==> config.mk <==
export PLATFORM = sky130hd
export DESIGN_NAME = colormap_gradient_interpolator
export DESIGN_NICKNAME = d
export VERILOG_FILES = /design/src/design/cmgi_pkg.sv /design/src/design/cmgi_cell.sv /design/src/design/cmgi_div.sv /design/src/design/colormap_gradient_interpolator.sv
export SDC_FILE = /design/constraint.sdc
export NUM_CORES = 2
export LEC_CHECK = 0
export BUFFER_PORTS_ARGS = -buffer_cell sky130_fd_sc_hd__buf_2
export CAP_MARGIN = 20
export CELL_PAD_IN_SITES_DETAIL_PLACEMENT = 1
export CELL_PAD_IN_SITES_GLOBAL_PLACEMENT = 1
export CORE_ASPECT_RATIO = 1.4
export CORE_MARGIN = 2
export CORE_UTILIZATION = 40
export DETAILED_ROUTE_END_ITERATION = 8
export GPL_TIMING_DRIVEN = 0
export PLACE_DENSITY_LB_ADDON = 0.1
export SYNTH_ARGS = -nofsm -noshare
export SYNTH_HDL_FRONTEND = slang
export SYNTH_HIERARCHICAL = 1
export SYNTH_SLANG_ARGS = --single-unit
export TNS_END_PERCENT = 30
==> constraint.sdc <==
create_clock -name clk -period 9.51 [get_ports clk]
set_input_delay 1.4265 -clock clk [delete_from_list [all_inputs] [get_ports clk]]
set_output_delay 1.4265 -clock clk [all_outputs]
set_load 0.01 [all_outputs]
==> src/design/cmgi_pkg.sv <==
// package for the colormap gradient interpolator
// holds the breakpoint types, command and status codes, presets and fsm states
// no dependencies
package cmgi_pkg;

    // table size default
    localparam int MAX_POINTS_DEF = 16;

    // quotient bits of the fraction divider (fract runs up to 65536)
    localparam int DIV_STEPS = 17;
    localparam int DIV_CW    = $clog2(DIV_STEPS);

    // command codes on kind
    localparam logic [2:0] K_INSERT = 3'd0;
    localparam logic [2:0] K_CLEAR  = 3'd1;
    localparam logic [2:0] K_JET    = 3'd2;
    localparam logic [2:0] K_HOT    = 3'd3;
    localparam logic [2:0] K_LOOKUP = 3'd4;

    // status codes
    localparam logic [1:0] STS_DONE  = 2'd0;
    localparam logic [1:0] STS_COLOR = 2'd1;
    localparam logic [1:0] STS_EMPTY = 2'd2;
    localparam logic [1:0] STS_FULL  = 2'd3;

    // preset lengths
    localparam int JET_N = 8;
    localparam int HOT_N = 4;

    // one breakpoint
    typedef struct packed {
        logic [15:0] lvl;
        logic [7:0]  red;
        logic [7:0]  green;
        logic [7:0]  blue;
    } entry_t;

    // neighbor pair picked by a lookup
    typedef struct packed {
        entry_t prv;
        entry_t cur;
    } pair_t;

    // table update applied to all cells
    typedef enum logic [1:0] {
        TOP_HOLD,
        TOP_INSERT,
        TOP_JET,
        TOP_HOT
    } tbl_op_t;

    // control broadcast to the cell row
    typedef struct packed {
        tbl_op_t     op;
        entry_t      new_entry;
        logic [15:0] query;
    } cell_ctl_t;

    // sequencer states
    typedef enum logic [2:0] {
        FS_IDLE,
        FS_SCAN,
        FS_LOAD,
        FS_DIV,
        FS_MUL,
        FS_OUT
    } fsm_t;

    // jet preset entries
    function automatic entry_t jet_entry(input int idx);
        entry_t e;
        e = '0;
        case (idx)
            0: e = '{lvl: 16'd0,     red: 8'd0,   green: 8'd0,   blue: 8'd0};
            1: e = '{lvl: 16'd5439,  red: 8'd0,   green: 8'd0,   blue: 8'd255};
            2: e = '{lvl: 16'd10912, red: 8'd0,   green: 8'd255, blue: 8'd255};
            3: e = '{lvl: 16'd10912, red: 8'd0,   green: 8'd255, blue: 8'd255};
            4: e = '{lvl: 16'd16384, red: 8'd0,   green: 8'd255, blue: 8'd0};
            5: e = '{lvl: 16'd21823, red: 8'd255, green: 8'd255, blue: 8'd0};
            6: e = '{lvl: 16'd27296, red: 8'd255, green: 8'd0,   blue: 8'd0};
            7: e = '{lvl: 16'd32768, red: 8'd255, green: 8'd255, blue: 8'd255};
            default: e = '0;
        endcase
        return e;
    endfunction

    // hot preset entries
    function automatic entry_t hot_entry(input int idx);
        entry_t e;
        e = '0;
        case (idx)
            0: e = '{lvl: 16'd0,     red: 8'd0,   green: 8'd0,   blue: 8'd0};
            1: e = '{lvl: 16'd10912, red: 8'd255, green: 8'd0,   blue: 8'd0};
            2: e = '{lvl: 16'd21823, red: 8'd255, green: 8'd255, blue: 8'd0};
            3: e = '{lvl: 16'd32768, red: 8'd255, green: 8'd255, blue: 8'd255};
            default: e = '0;
        endcase
        return e;
    endfunction

endpackage

==> src/design/cmgi_cell.sv <==
// one breakpoint cell of the sorted table row
// depends on cmgi_pkg; cells chain left to right, insert shifts right,
// the lookup pair travels right through the carry registers
module cmgi_cell
    import cmgi_pkg::*;
#(
    parameter int IDX        = 0,
    parameter int MAX_POINTS = MAX_POINTS_DEF
)
(
    input  logic                                 clk,
    input  cell_ctl_t                            ctl,
    input  logic [$clog2(MAX_POINTS+1)-1:0]      count,
    input  entry_t                               left_entry,
    input  logic                                 left_gt,
    input  logic                                 left_take,
    input  pair_t                                carry_in,
    output entry_t                               entry,
    output logic                                 gt,
    output logic                                 take,
    output pair_t                                carry_out
);

    localparam int             CW       = $clog2(MAX_POINTS+1);
    localparam logic [CW-1:0]  IDX_C    = CW'(IDX);
    localparam logic [CW-1:0]  NEXT_C   = CW'(IDX + 1);
    localparam bit             HAS_LEFT = (IDX != 0);
    localparam bit             IN_JET   = (IDX < JET_N);
    localparam bit             IN_HOT   = (IDX < HOT_N);
    localparam entry_t         JET_E    = jet_entry(IDX);
    localparam entry_t         HOT_E    = hot_entry(IDX);

    entry_t entry_reg, entry_next;
    pair_t  carry_reg, carry_next;
    logic   valid, first, last, sel;
    pair_t  own_pair;

    // position flags; valid entries are sorted so gt is set on a suffix
    assign valid = (IDX_C < count);
    assign gt    = valid && (ctl.query < entry_reg.lvl);
    assign take  = gt || (count == IDX_C);
    assign first = gt && !left_gt;
    assign last  = (count == NEXT_C) && !gt;
    assign sel   = first || last;

    // pair this cell offers: neighbor and self, or self twice at the ends
    always_comb
    begin
        own_pair.cur = entry_reg;
        own_pair.prv = (first && HAS_LEFT) ? left_entry : entry_reg;
    end

    // table entry update
    always_comb
    begin
        entry_next = entry_reg;
        case (ctl.op)
            TOP_INSERT:
            begin
                if (take)
                begin
                    entry_next = left_take ? left_entry : ctl.new_entry;
                end
            end
            TOP_JET:
            begin
                if (IN_JET)
                begin
                    entry_next = JET_E;
                end
            end
            TOP_HOT:
            begin
                if (IN_HOT)
                begin
                    entry_next = HOT_E;
                end
            end
            default:
            begin
                entry_next = entry_reg;
            end
        endcase
    end

    // carry chain: load own pair when selected, else pass the neighbor's
    assign carry_next = sel ? own_pair : carry_in;

    always_ff @(posedge clk)
    begin
        entry_reg <= entry_next;
        carry_reg <= carry_next;
    end

    assign entry     = entry_reg;
    assign carry_out = carry_reg;

endmodule

==> src/design/cmgi_div.sv <==
// restoring divider for the interpolation fraction, one quotient bit a cycle
// depends on cmgi_pkg; quot = (num << 16) / den for num <= den
module cmgi_div
    import cmgi_pkg::*;
(
    input  logic                  clk,
    input  logic                  rst_n,
    input  logic                  start,
    input  logic [15:0]           num,
    input  logic [15:0]           den,
    output logic                  done,
    output logic [DIV_STEPS-1:0]  quot
);

    logic [16:0]          rem_reg, rem_next;
    logic [15:0]          den_reg, den_next;
    logic [DIV_STEPS-1:0] quo_reg, quo_next;
    logic [DIV_CW-1:0]    cnt_reg, cnt_next;
    logic                 run_reg, run_next;
    logic                 done_reg, done_next;
    logic [17:0]          diff;
    logic                 ge;
    logic [16:0]          rem_kept;

    // trial subtract
    assign diff     = {1'b0, rem_reg} - {2'b00, den_reg};
    assign ge       = !diff[17];
    assign rem_kept = ge ? diff[16:0] : rem_reg;

    // step control
    always_comb
    begin
        rem_next  = rem_reg;
        den_next  = den_reg;
        quo_next  = quo_reg;
        cnt_next  = cnt_reg;
        run_next  = run_reg;
        done_next = 1'b0;
        if (start)
        begin
            rem_next = {1'b0, num};
            den_next = den;
            quo_next = '0;
            cnt_next = '0;
            run_next = 1'b1;
        end
        else if (run_reg)
        begin
            rem_next = {rem_kept[15:0], 1'b0};
            quo_next = {quo_reg[DIV_STEPS-2:0], ge};
            cnt_next = cnt_reg + 1'b1;
            if (cnt_reg == DIV_CW'(DIV_STEPS - 1))
            begin
                run_next  = 1'b0;
                done_next = 1'b1;
            end
        end
    end

    always_ff @(posedge clk or negedge rst_n)
    begin
        if (!rst_n)
        begin
            cnt_reg  <= '0;
            run_reg  <= 1'b0;
            done_reg <= 1'b0;
        end
        else
        begin
            cnt_reg  <= cnt_next;
            run_reg  <= run_next;
            done_reg <= done_next;
        end
    end

    // datapath registers
    always_ff @(posedge clk)
    begin
        rem_reg <= rem_next;
        den_reg <= den_next;
        quo_reg <= quo_next;
    end

    assign done = done_reg;
    assign quot = quo_reg;

endmodule

==> src/design/colormap_gradient_interpolator.sv <==
// top level of the piecewise-linear colormap lookup
// depends on cmgi_pkg, cmgi_cell and cmgi_div
//
//   channel   signals                                       direction  transfer
//   command   start, busy, kind, red_in, green_in,          in         start && !busy
//             blue_in, level
//   result    done, red_out, green_out, blue_out, status    out        done (one cycle)
//
// insert, clear, presets, a full insert and an empty lookup: result in the
// cycle after the transfer, busy stays low, a new command may follow at once.
// a lookup holds busy while the pair travels the cell row's carry chain, the
// sequencer loads the divider, the divider produces its 17 quotient bits and
// its done strobe, then one multiply and one add/clamp stage; the result shows
// in the cycle after that.
// reset clears the point count and the sequencer; table entries are not reset.
// the receiver cannot stall: each result is shown for exactly one cycle.
module colormap_gradient_interpolator
    import cmgi_pkg::*;
#(
    parameter int MAX_POINTS = MAX_POINTS_DEF
)
(
    input  logic        clk,
    input  logic        rst_n,
    input  logic        start,
    output logic        busy,
    input  logic [2:0]  kind,
    input  logic [7:0]  red_in,
    input  logic [7:0]  green_in,
    input  logic [7:0]  blue_in,
    input  logic [15:0] level,
    output logic        done,
    output logic [7:0]  red_out,
    output logic [7:0]  green_out,
    output logic [7:0]  blue_out,
    output logic [1:0]  status
);

    localparam int            CW     = $clog2(MAX_POINTS+1);
    localparam int            SW     = $clog2(MAX_POINTS);
    localparam logic [CW-1:0] FULL_C = CW'(MAX_POINTS);
    localparam logic [CW-1:0] JET_C  = CW'(JET_N);
    localparam logic [CW-1:0] HOT_C  = CW'(HOT_N);
    localparam logic [SW-1:0] SCAN_LAST = SW'(MAX_POINTS - 1);

    fsm_t          state_reg, state_next;
    logic [CW-1:0] count_reg, count_next;
    logic [SW-1:0] scan_reg, scan_next;
    logic [15:0]   lv_reg;
    logic          done_reg, done_next;
    logic [1:0]    status_reg, status_next;
    logic [7:0]    red_reg, red_next;
    logic [7:0]    green_reg, green_next;
    logic [7:0]    blue_reg, blue_next;
    logic signed [26:0] prod_r_reg, prod_g_reg, prod_b_reg;

    logic          accept;
    logic          full;
    logic          div_start;
    logic          div_done;
    logic [DIV_STEPS-1:0] fract;
    cell_ctl_t     ctl;
    pair_t         pick;
    logic [15:0]   div_num, div_den;

    entry_t entry_ch [0:MAX_POINTS];
    logic   gt_ch    [0:MAX_POINTS];
    logic   take_ch  [0:MAX_POINTS];
    pair_t  carry_ch [0:MAX_POINTS];

    assign accept = start && !busy;
    assign full   = (count_reg == FULL_C);

    // next state
    always_comb
    begin
        state_next = state_reg;
        case (state_reg)
            FS_IDLE:
            begin
                if (accept && (kind == K_LOOKUP) && (count_reg != '0))
                begin
                    state_next = FS_SCAN;
                end
            end
            FS_SCAN:
            begin
                if (scan_reg == SCAN_LAST)
                begin
                    state_next = FS_LOAD;
                end
            end
            FS_LOAD:
            begin
                state_next = FS_DIV;
            end
            FS_DIV:
            begin
                if (div_done)
                begin
                    state_next = FS_MUL;
                end
            end
            FS_MUL:
            begin
                state_next = FS_OUT;
            end
            FS_OUT:
            begin
                state_next = FS_IDLE;
            end
            default:
            begin
                state_next = FS_IDLE;
            end
        endcase
    end

    // state-decoded outputs
    always_comb
    begin
        busy      = 1'b1;
        div_start = 1'b0;
        case (state_reg)
            FS_IDLE:
            begin
                busy = 1'b0;
            end
            FS_LOAD:
            begin
                div_start = 1'b1;
            end
            default:
            begin
                busy      = 1'b1;
                div_start = 1'b0;
            end
        endcase
    end

    // table command broadcast to the cells
    always_comb
    begin
        ctl.op        = TOP_HOLD;
        ctl.new_entry = '{lvl: level, red: red_in, green: green_in, blue: blue_in};
        ctl.query     = busy ? lv_reg : level;
        if (accept)
        begin
            case (kind)
                K_INSERT:
                begin
                    if (!full)
                    begin
                        ctl.op = TOP_INSERT;
                    end
                end
                K_JET:
                begin
                    ctl.op = TOP_JET;
                end
                K_HOT:
                begin
                    ctl.op = TOP_HOT;
                end
                default:
                begin
                    ctl.op = TOP_HOLD;
                end
            endcase
        end
    end

    // point count
    always_comb
    begin
        count_next = count_reg;
        if (accept)
        begin
            case (kind)
                K_INSERT:
                begin
                    if (!full)
                    begin
                        count_next = count_reg + 1'b1;
                    end
                end
                K_CLEAR:
                begin
                    count_next = '0;
                end
                K_JET:
                begin
                    count_next = JET_C;
                end
                K_HOT:
                begin
                    count_next = HOT_C;
                end
                default:
                begin
                    count_next = count_reg;
                end
            endcase
        end
    end

    // scan cycle counter
    always_comb
    begin
        scan_next = '0;
        if (state_reg == FS_SCAN)
        begin
            scan_next = scan_reg + 1'b1;
        end
    end

    // per-channel blend: cur + floor(p / 65536), clamped to 0..255
    function automatic logic [7:0] blend_out(input logic [7:0] cur,
                                             input logic signed [26:0] p);
        logic signed [11:0] v;
        logic [7:0]         r;
        v = $signed({4'b0000, cur}) + $signed({p[26], p[26:16]});
        if (v[11])
        begin
            r = 8'd0;
        end
        else if (v > 12'sd255)
        begin
            r = 8'd255;
        end
        else
        begin
            r = v[7:0];
        end
        return r;
    endfunction

    // signed color difference times fraction
    function automatic logic signed [26:0] scale(input logic [7:0] prv,
                                                 input logic [7:0] cur,
                                                 input logic [DIV_STEPS-1:0] f);
        logic signed [8:0]  d;
        logic signed [26:0] dx;
        logic signed [26:0] fx;
        d  = $signed({1'b0, prv}) - $signed({1'b0, cur});
        dx = {{18{d[8]}}, d};
        fx = $signed({10'b0, f});
        return dx * fx;
    endfunction

    // result registers
    always_comb
    begin
        done_next   = 1'b0;
        status_next = status_reg;
        red_next    = red_reg;
        green_next  = green_reg;
        blue_next   = blue_reg;
        if (accept)
        begin
            red_next   = 8'd0;
            green_next = 8'd0;
            blue_next  = 8'd0;
            case (kind)
                K_INSERT:
                begin
                    done_next   = 1'b1;
                    status_next = full ? STS_FULL : STS_DONE;
                end
                K_LOOKUP:
                begin
                    if (count_reg == '0)
                    begin
                        done_next   = 1'b1;
                        status_next = STS_EMPTY;
                    end
                end
                default:
                begin
                    done_next   = 1'b1;
                    status_next = STS_DONE;
                end
            endcase
        end
        else if (state_reg == FS_OUT)
        begin
            done_next   = 1'b1;
            status_next = STS_COLOR;
            red_next    = blend_out(pick.cur.red, prod_r_reg);
            green_next  = blend_out(pick.cur.green, prod_g_reg);
            blue_next   = blend_out(pick.cur.blue, prod_b_reg);
        end
    end

    always_ff @(posedge clk or negedge rst_n)
    begin
        if (!rst_n)
        begin
            state_reg  <= FS_IDLE;
            count_reg  <= '0;
            scan_reg   <= '0;
            done_reg   <= 1'b0;
            status_reg <= STS_DONE;
            red_reg    <= 8'd0;
            green_reg  <= 8'd0;
            blue_reg   <= 8'd0;
        end
        else
        begin
            state_reg  <= state_next;
            count_reg  <= count_next;
            scan_reg   <= scan_next;
            done_reg   <= done_next;
            status_reg <= status_next;
            red_reg    <= red_next;
            green_reg  <= green_next;
            blue_reg   <= blue_next;
        end
    end

    // query level and products
    always_ff @(posedge clk)
    begin
        if (accept)
        begin
            lv_reg <= level;
        end
        if (state_reg == FS_MUL)
        begin
            prod_r_reg <= scale(pick.prv.red, pick.cur.red, fract);
            prod_g_reg <= scale(pick.prv.green, pick.cur.green, fract);
            prod_b_reg <= scale(pick.prv.blue, pick.cur.blue, fract);
        end
    end

    // chain heads
    assign entry_ch[0] = '0;
    assign gt_ch[0]    = 1'b0;
    assign take_ch[0]  = 1'b0;
    assign carry_ch[0] = '0;

    // row of breakpoint cells
    for (genvar i = 0; i < MAX_POINTS; i++)
    begin : g_cell
        cmgi_cell #(
            .IDX        (i),
            .MAX_POINTS (MAX_POINTS)
        ) u_cell (
            .clk        (clk),
            .ctl        (ctl),
            .count      (count_reg),
            .left_entry (entry_ch[i]),
            .left_gt    (gt_ch[i]),
            .left_take  (take_ch[i]),
            .carry_in   (carry_ch[i]),
            .entry      (entry_ch[i+1]),
            .gt         (gt_ch[i+1]),
            .take       (take_ch[i+1]),
            .carry_out  (carry_ch[i+1])
        );
    end

    assign pick    = carry_ch[MAX_POINTS];
    assign div_num = pick.cur.lvl - lv_reg;
    assign div_den = pick.cur.lvl - pick.prv.lvl;

    // fraction divider
    cmgi_div u_div (
        .clk   (clk),
        .rst_n (rst_n),
        .start (div_start),
        .num   (div_num),
        .den   (div_den),
        .done  (div_done),
        .quot  (fract)
    );

    assign done      = done_reg;
    assign status    = status_reg;
    assign red_out   = red_reg;
    assign green_out = green_reg;
    assign blue_out  = blue_reg;

endmodule

==> impl_metrics.ini <==
[drt]
drcViolationCount = 0
postRouteWirelength_microns = 563100
drtAntennaViolNets = 0
dr.pass1.iters = 6
routed-via-count = 105400
wl_per_cell_microns = 34.14
drtIter0Drc = 8867
vias_per_cell = 6.389

[die]
ios = 74
dieArea_sq_um = 309500
die_w_microns = 470.7
core-area_sq_um = 302900
initial_core_util = 0.4027
std_cell_rows = 239
die_h_microns = 657.4

[timing]
skew_ps = 81.52
finalSetupTns_ps = 0
hold_viol = 0
fin_crit_sh = 0.8687
report.final.slew_viol_count = 0
worst_slack_ps = 1248
slew_headroom = 0.09117
fin_crit_ps = 8262
clock.fmax_ghz = 0.1210
worst_slew_pin_slew_ps = 1363
rsz0062_at_grt = no
setup_viol = 0

[global_route]
grt_overflow_total = 0
grt_max_degree = 47
grt_pass1_wl_microns = 794200
grt_pass1_vias = 109900
grt_usage = 0.3533
antenna_found_initial = 42

[clock_network]
cts_root_buffer = clkbuf_16
cts_tree = done
hold_buffers = 0
numCtsBuffers = 225
cts_max_path_buffers = 4
clk_pin_slew_ps = 60
post_cts_buffers = 0
numClockSinks = 2065
cts_max_level = 4
clock_latency_ps = 960
ctsResizeCount = 0

[pwr]
ir_drop_mv = 0.1905
p_per_area_nw_per_um2 = 359.5
p_leak_nw = 53.13

[critical_path]
r2r-start = g_cell[15].u_cell/carry_out[17]
startpoint_type = flop
worstPathRequired_ps = 10150
crit_slowest_cell = xor2_1
worstPathArrival_ps = 8900
critPathMaxFanout = 10
end_kind = flop
worstSetupPathType = flop to flop
path_common_cell = fa_1
r2r_cells = 27
r2r-end = prod_r_reg[25]
r2r_slack_ps = 1250
max_stage_delay_ps = 680

[synth]
ys_warn_count = 6
syn_area_per_cell_sq_um = 10.37
synth.cell_area_sq_um = 122000
synthCells = 11770

[run]
cap_violations = 0

[min_path]
min_path_type = flop to flop
holdCritStartpoint = g_cell[5].u_cell/carry_out[0]
hold_end = g_cell[6].u_cell/carry_out[0]
min_path_cells = 1

[placed_design]
finalWeightedCongestion = 0.9648
dp.cells = 16020
numPortBuffers = 73
place_worst_setup_slack_ps = 1258
dp_hpwl_microns = 441300

[layout]
largest_register_ff_count = 1280
drive_gt1_frac = 0.1642
area_growth_syn_to_layout_pct = 12.85
n_fill_cell = 33270
fin_cells = 16490
nets = 13180

[outcome]
status = finished clean
stage by stage:
step / hold WS [ps] / power, mW / util / area (sq um)
global route: 458.8 / 51.64 / 0.4541 / 137500
global placement: 424.2 / 38.56 / 0.4218 / 127800
detailed placement: 420.9 / 39.60 / 0.4282 / 129700
finish: 433.1 / 49.48 / 0.4544 / 137700
floorplan: 410.4 / 29.41 / - / 122400
CTS: 437.0 / 49.07 / 0.4538 / 137500
metal layers:
layer  GRT usage  wire [microns]
met3     0.04849           29120
met5           0             117
met2      0.6224          282000
met1      0.3583          190600
met4      0.3350           61360
worst max-delay path by stage:
stage,startpoint,end,cells after the start
5_1_grt,g_cell[15].u_cell/carry_out[17],prod_r_reg[25],27
3_5_place_dp,g_cell[15].u_cell/carry_out[17],prod_r_reg[25],27
2_1_floorplan,g_cell[15].u_cell/carry_out[9],prod_g_reg[26],27
4_1_cts,g_cell[15].u_cell/carry_out[17],prod_r_reg[25],27
6_report,g_cell[15].u_cell/carry_out[17],prod_r_reg[25],27
3_3_place_gp,state_reg[1],g_cell[10].u_cell/entry[3],11
cell usage in the layout (no fill, tap or decap), drive strengths merged, types with 200 or more instances in the layout:
cell	count
mux2	616
nand4	291
mux2i	288
a211oi	275
nand2	403
nand3	365
o31ai	307
edfxtp	721
clkbuf	1063
or3	247
a311oi	271
o221a	200
o21ai	336
ha	540
a21oi	213
buf	559
dfxtp	1298
o211ai	497
fa	324
nor2	443
inv	742
worst max-delay path, delay by kind of cell, from the launching register on:
family / cells / cell delay [ps]
adder cells (fa/ha/maj): 7 / 3110
AO/OA/AOI/OAI: 9 / 2190
AND/OR/NAND/NOR: 4 / 510
XOR/XNOR: 2 / 820
flip-flops: 1 / 600
buffers and inverters: 5 / 710
report_power, final:
part	switching (mW)	internal (mW)
clock	3.97	5.36
sequential	2.12	12.6
combinational	16.1	9.35
total	22.2	27.3
cell type report:
| cell class | instances | area, sq um | area share |
|---|---|---|---|
| antenna | 56 | 140.1 | 0.001018 |
| buffer | 1161 | 5482 | 0.03982 |
| clock buffer | 319 | 6705 | 0.04871 |
| clock inverter | 96 | 1055 | 0.007662 |
| inverter | 726 | 2725 | 0.01980 |
| multi-input combinational | 7935 | 65750 | 0.4777 |
| sequential | 2065 | 48810 | 0.3546 |
| tap | 3976 | 4975 | 0.03614 |
| timing repair buffer | 160 | 2013 | 0.01462 |
Note: power is estimated with default switching activity, not from simulation.
